$ cat config.mk
export PLATFORM = sky130hd
export DESIGN_NAME = dtam_cell_update
export DESIGN_NICKNAME = d
export VERILOG_FILES = /design/src/dtam_pkg.sv /design/src/dtam_cell_update.sv
export SDC_FILE = /design/constraint.sdc
export NUM_CORES = 1
export LEC_CHECK = 0
export BUFFER_PORTS_ARGS = -buffer_cell sky130_fd_sc_hd__buf_2
export CORE_ASPECT_RATIO = 1.5
export CORE_MARGIN = 3
export CORE_UTILIZATION = 30
export DETAILED_ROUTE_END_ITERATION = 16
export SYNTH_ARGS = -nofsm -noshare
export SYNTH_HDL_FRONTEND = slang
export SYNTH_SLANG_ARGS = --single-unit
$ cat constraint.sdc
create_clock -name clk -period 15.2 [get_ports clk]
set_clock_uncertainty 0.05 [all_clocks]
set_input_delay 0.76 -clock clk [delete_from_list [all_inputs] [get_ports clk]]
set_output_delay 0.76 -clock clk [all_outputs]
set_load 0.05 [all_outputs]
$ cat src/dtam_pkg.sv
package dtam_pkg;

  // geometry of the store
  localparam int SENSOR_COLUMNS = 16;
  localparam int SENSOR_CELLS   = 8;
  localparam int WHERE_COLUMNS  = 4;
  localparam int WHERE_CELLS    = 8;

  localparam int SLOT_COUNT = WHERE_COLUMNS * WHERE_CELLS * SENSOR_COLUMNS;
  localparam int ACT_COUNT  = SLOT_COUNT * SENSOR_CELLS;

  // field and address widths
  localparam int WCOL_W  = 2;
  localparam int WCH_W   = 3;
  localparam int SCOL_W  = 4;
  localparam int SCH_W   = 3;
  localparam int CELL_W  = $clog2(SENSOR_CELLS);
  localparam int SLOT_W  = $clog2(SLOT_COUNT);
  localparam int ACT_AW  = SLOT_W + CELL_W;
  localparam int WIN_W   = 3;

  // fixed point activations
  localparam int LEVEL_W = 32;
  localparam int FRAC_W  = 16;
  localparam int DECAY_W = 16;
  localparam int KEEP_W  = DECAY_W + 1;
  localparam int PROD_W  = LEVEL_W + KEEP_W;

  localparam logic [DECAY_W-1:0] DECAY_RESET = 16'd655;
  localparam logic [KEEP_W-1:0]  KEEP_ONE    = KEEP_W'(1) << FRAC_W;
  localparam logic [LEVEL_W:0]   INC_ONE     = (LEVEL_W + 1)'(1) << FRAC_W;

  // tag that travels with each cell through the update pipeline
  typedef struct packed {
    logic              vld;
    logic              last;
    logic [CELL_W-1:0] k;
  } dtam_tag_t;

endpackage

$ cat src/dtam_cell_update.sv
module dtam_cell_update
  import dtam_pkg::*;
(
  input  logic               clk,
  input  logic               rst_n,
  input  dtam_tag_t          tag_i,
  input  logic               active_i,
  input  logic [LEVEL_W-1:0] level_i,
  input  logic [KEEP_W-1:0]  keep_i,
  output dtam_tag_t          tag_o,
  output logic [LEVEL_W-1:0] level_o
);

  logic [PROD_W-1:0]  prod;
  logic [LEVEL_W:0]   inc_sum;
  logic [LEVEL_W-1:0] dec_r;
  logic [LEVEL_W-1:0] inc_r;
  logic               sel_inc_r;
  dtam_tag_t          tag_r;

  // decay product and saturating increment
  assign prod    = PROD_W'(level_i) * PROD_W'(keep_i);
  assign inc_sum = {1'b0, level_i} + INC_ONE;

  // payload stage
  always_ff @(posedge clk) begin
    dec_r     <= prod[FRAC_W +: LEVEL_W];
    inc_r     <= inc_sum[LEVEL_W] ? {LEVEL_W{1'b1}} : inc_sum[LEVEL_W-1:0];
    sel_inc_r <= active_i;
  end

  // tag stage
  always_ff @(posedge clk) begin
    if (!rst_n) begin
      tag_r <= '0;
    end else begin
      tag_r <= tag_i;
    end
  end

  assign tag_o   = tag_r;
  assign level_o = sel_inc_r ? inc_r : dec_r;

endmodule

==> run_results.csv <==
group,metric,value,unit
outcome,status,"finished clean",
layout,antennaDiodeCount,0,
route,vias,13832,
sta,setup-violations-final,0,
layout,finalNetCount,2708,
layout,mostFrequentLayoutCell,"inv_1",
clocking,cts_root_buf,"clkbuf_16",
floorplan,die_x,210,µm
logic_synthesis,yosysSeqAreaShare,7.46,%
floorplan,dieArea,65700,µm²
clocking,cts_tree,"done",
route,via_per_inst,4.80,
route,drt_first_pass_iters,5,
clocking,ctsResizeCount,0,
layout,ff_latch_area,1400,µm²
layout,area_growth,7.17,%
grt,overflow,0,
grt,grt.total_usage,17.3,%
sta,rsz0062_at_grt,"false",
critical_path,cp-start-kind,"input pin",
grt,grt_max_degree,33,
logic_synthesis,syn_avg_cell_area,8.98,µm²
logic_synthesis,synth_edf_count,0,
logic_synthesis,synth.distinct_cells,60,
grt,grt_pass1_vias,16054,
floorplan,ios,94,
floorplan,die_h,312,µm
hold_path,hold_depth,1,
critical_path,cp_data_arrival_time,7430,ps
grt,grt_first_pass_wirelength,87.4,mm
sta,final.setup.tns,0,ps
route,drt_wl_total,54.1,mm
logic_synthesis,syn_area,18800,µm²
logic_synthesis,yosys_warnings,0,
grt,antenna_found_initial,0,
floorplan,core,61500,µm²
layout,layout_common_cells,"inv_1, fa_1, nand2_1, and2_1, ha_1",
layout,multi_input_area,15100,µm²
critical_path,cp-end-kind,"register",
logic_synthesis,synth-seq-cells,70,
clocking,ctsHoldBuffers,0,
clocking,postCtsSetupRepairBufs,0,
place,io_buffers,93,
place,place_congestion,0.827,
sta,slew-limit-headroom,40.6,%
route,wl_per_cell,18.8,µm
clocking,numClockSinks,70,
clocking,clock_path_buffers,2,
critical_path,cp.required,15400,ps
sta,max_freq,138,MHz
job,max_cap_violations,0,
place,dp_hpwl,41.6,mm
logic_synthesis,async_reset_ff_share,0,%
floorplan,std_cell_rows,111,
clocking,numCtsBuffers,9,
sta,fin_crit,7230,ps
route,ant_nets,0,
floorplan,initial_core_util,30.5,%
sta,finalCritPeriodShare,47.6,%
sta,hold_viol,0,
critical_path,worstPathMaxFanout,32,
sta,worst_slew_pin_slew,891,ps
layout,final_util,32.7,%
layout,drive_above_1_share,7.80,%
route,drt_iter0_drc,550,
logic_synthesis,ys.flop_type,"dfxtp_1",
layout,instances_no_fill,2882,
sta,holdWs,457,ps
clocking,htreeDepth,3,
clocking,path_clk_slew,60,ps
sta,maxSlewViolCount,0,
layout,nFillCells,6418,
logic_synthesis,synthCells,2092,
route,drc_errors,0,
critical_path,critical_path_class,"in2reg",
place,dp_cells,2867,
hold_path,worstHoldPathType,"in2reg",
logic_synthesis,syn_nets,2713,
state kept, by name, summed over array words and instances (netlist names):
name	cells
inc_r	32
sel_inc_r	1
tag_o	5
dec_r	32
area by class of cell:
class | count | area share [%]
Tap cell | 791 | 4.92
Multi-Input combinational cell | 1407 | 74.9
Timing Repair Buffer | 94 | 2.35
Sequential cell | 70 | 6.97
Clock inverter | 5 | 0.298
Clock buffer | 10 | 1.19
Inverter | 505 | 9.42
worst max-delay path, stage by stage:
cell      delay (ps)
buf_2            620
nand2_1          190
fa_1             670
inv_1            100
fa_1             590
fa_1             440
fa_1             450
fa_1             490
inv_1             50
fa_1             470
inv_1             50
ha_1             380
nand3_1          180
a311oi_1         800
o311a_1          340
a31oi_2          100
a21boi_1         260
or2_1            200
a41oi_2          140
xnor2_1          140
routing by layer:
| metal | wire length, µm | GRT usage (%) | share of wire, % | up-vias |
|---|---|---|---|---|
| met4 | 2580 | 7.99 | 4.8 | 0 |
| met3 | 2200 | 2.09 | 4.1 | 140 |
| met1 | 19400 | 18.7 | 36 | 7229 |
| li1 | - | - | - | 6007 |
| met2 | 29900 | 33.2 | 55 | 456 |
| met5 | 0 | 0 | 0 | - |
synthesized netlist by cell type (2+ instances only):
master / count / share of area (%)
a211oi_2: 2 / 0.13
a21o_1: 15 / 0.60
a21oi_1: 38 / 1.0
a31oi_1: 2 / 0.067
and2_1: 204 / 6.8
and3_1: 14 / 0.47
buf_1: 8 / 0.16
clkbuf_1: 101 / 2.0
dfxtp_1: 70 / 7.5
fa_1: 446 / 48
ha_1: 118 / 7.9
inv_1: 505 / 10
mux2_2: 32 / 1.9
nand2_1: 377 / 7.5
nand2b_1: 18 / 0.60
nand3_1: 18 / 0.48
nand4_1: 2 / 0.067
nor2_1: 16 / 0.32
nor2b_1: 2 / 0.067
nor3_1: 4 / 0.11
o21a_1: 2 / 0.080
o21ai_0: 12 / 0.32
o21ai_1: 6 / 0.16
o21bai_2: 2 / 0.12
xnor2_1: 27 / 1.3
xor2_1: 17 / 0.79
through the flow:
stage,area (µm²),setup WS [ps]
2_1_floorplan,18800,8550
3_3_place_gp,19800,7660
3_5_place_dp,19800,7550
4_1_cts,20100,7930
5_1_grt,20100,7590
6_report,20100,7970
path summary, 6_finish.rpt:
path        from         to  slack, ps
max   keep_i[11]  dec_r[30]       7970
min     active_i  sel_inc_r        460
kinds of logic after synthesis:
kind of cell / Yosys count / synth area share, %
simple gates: 664 / 16.9
buf+inv: 615 / 12.3
fa+ha+maj: 564 / 55.4
compound gates: 102 / 3.95
flops: 70 / 7.46
xor+xnor: 44 / 2.05
mux: 33 / 1.97
Power is left out: the tool's default activity adds up to more than one toggle a clock period on the data nets, which glitch-free logic cannot reach.
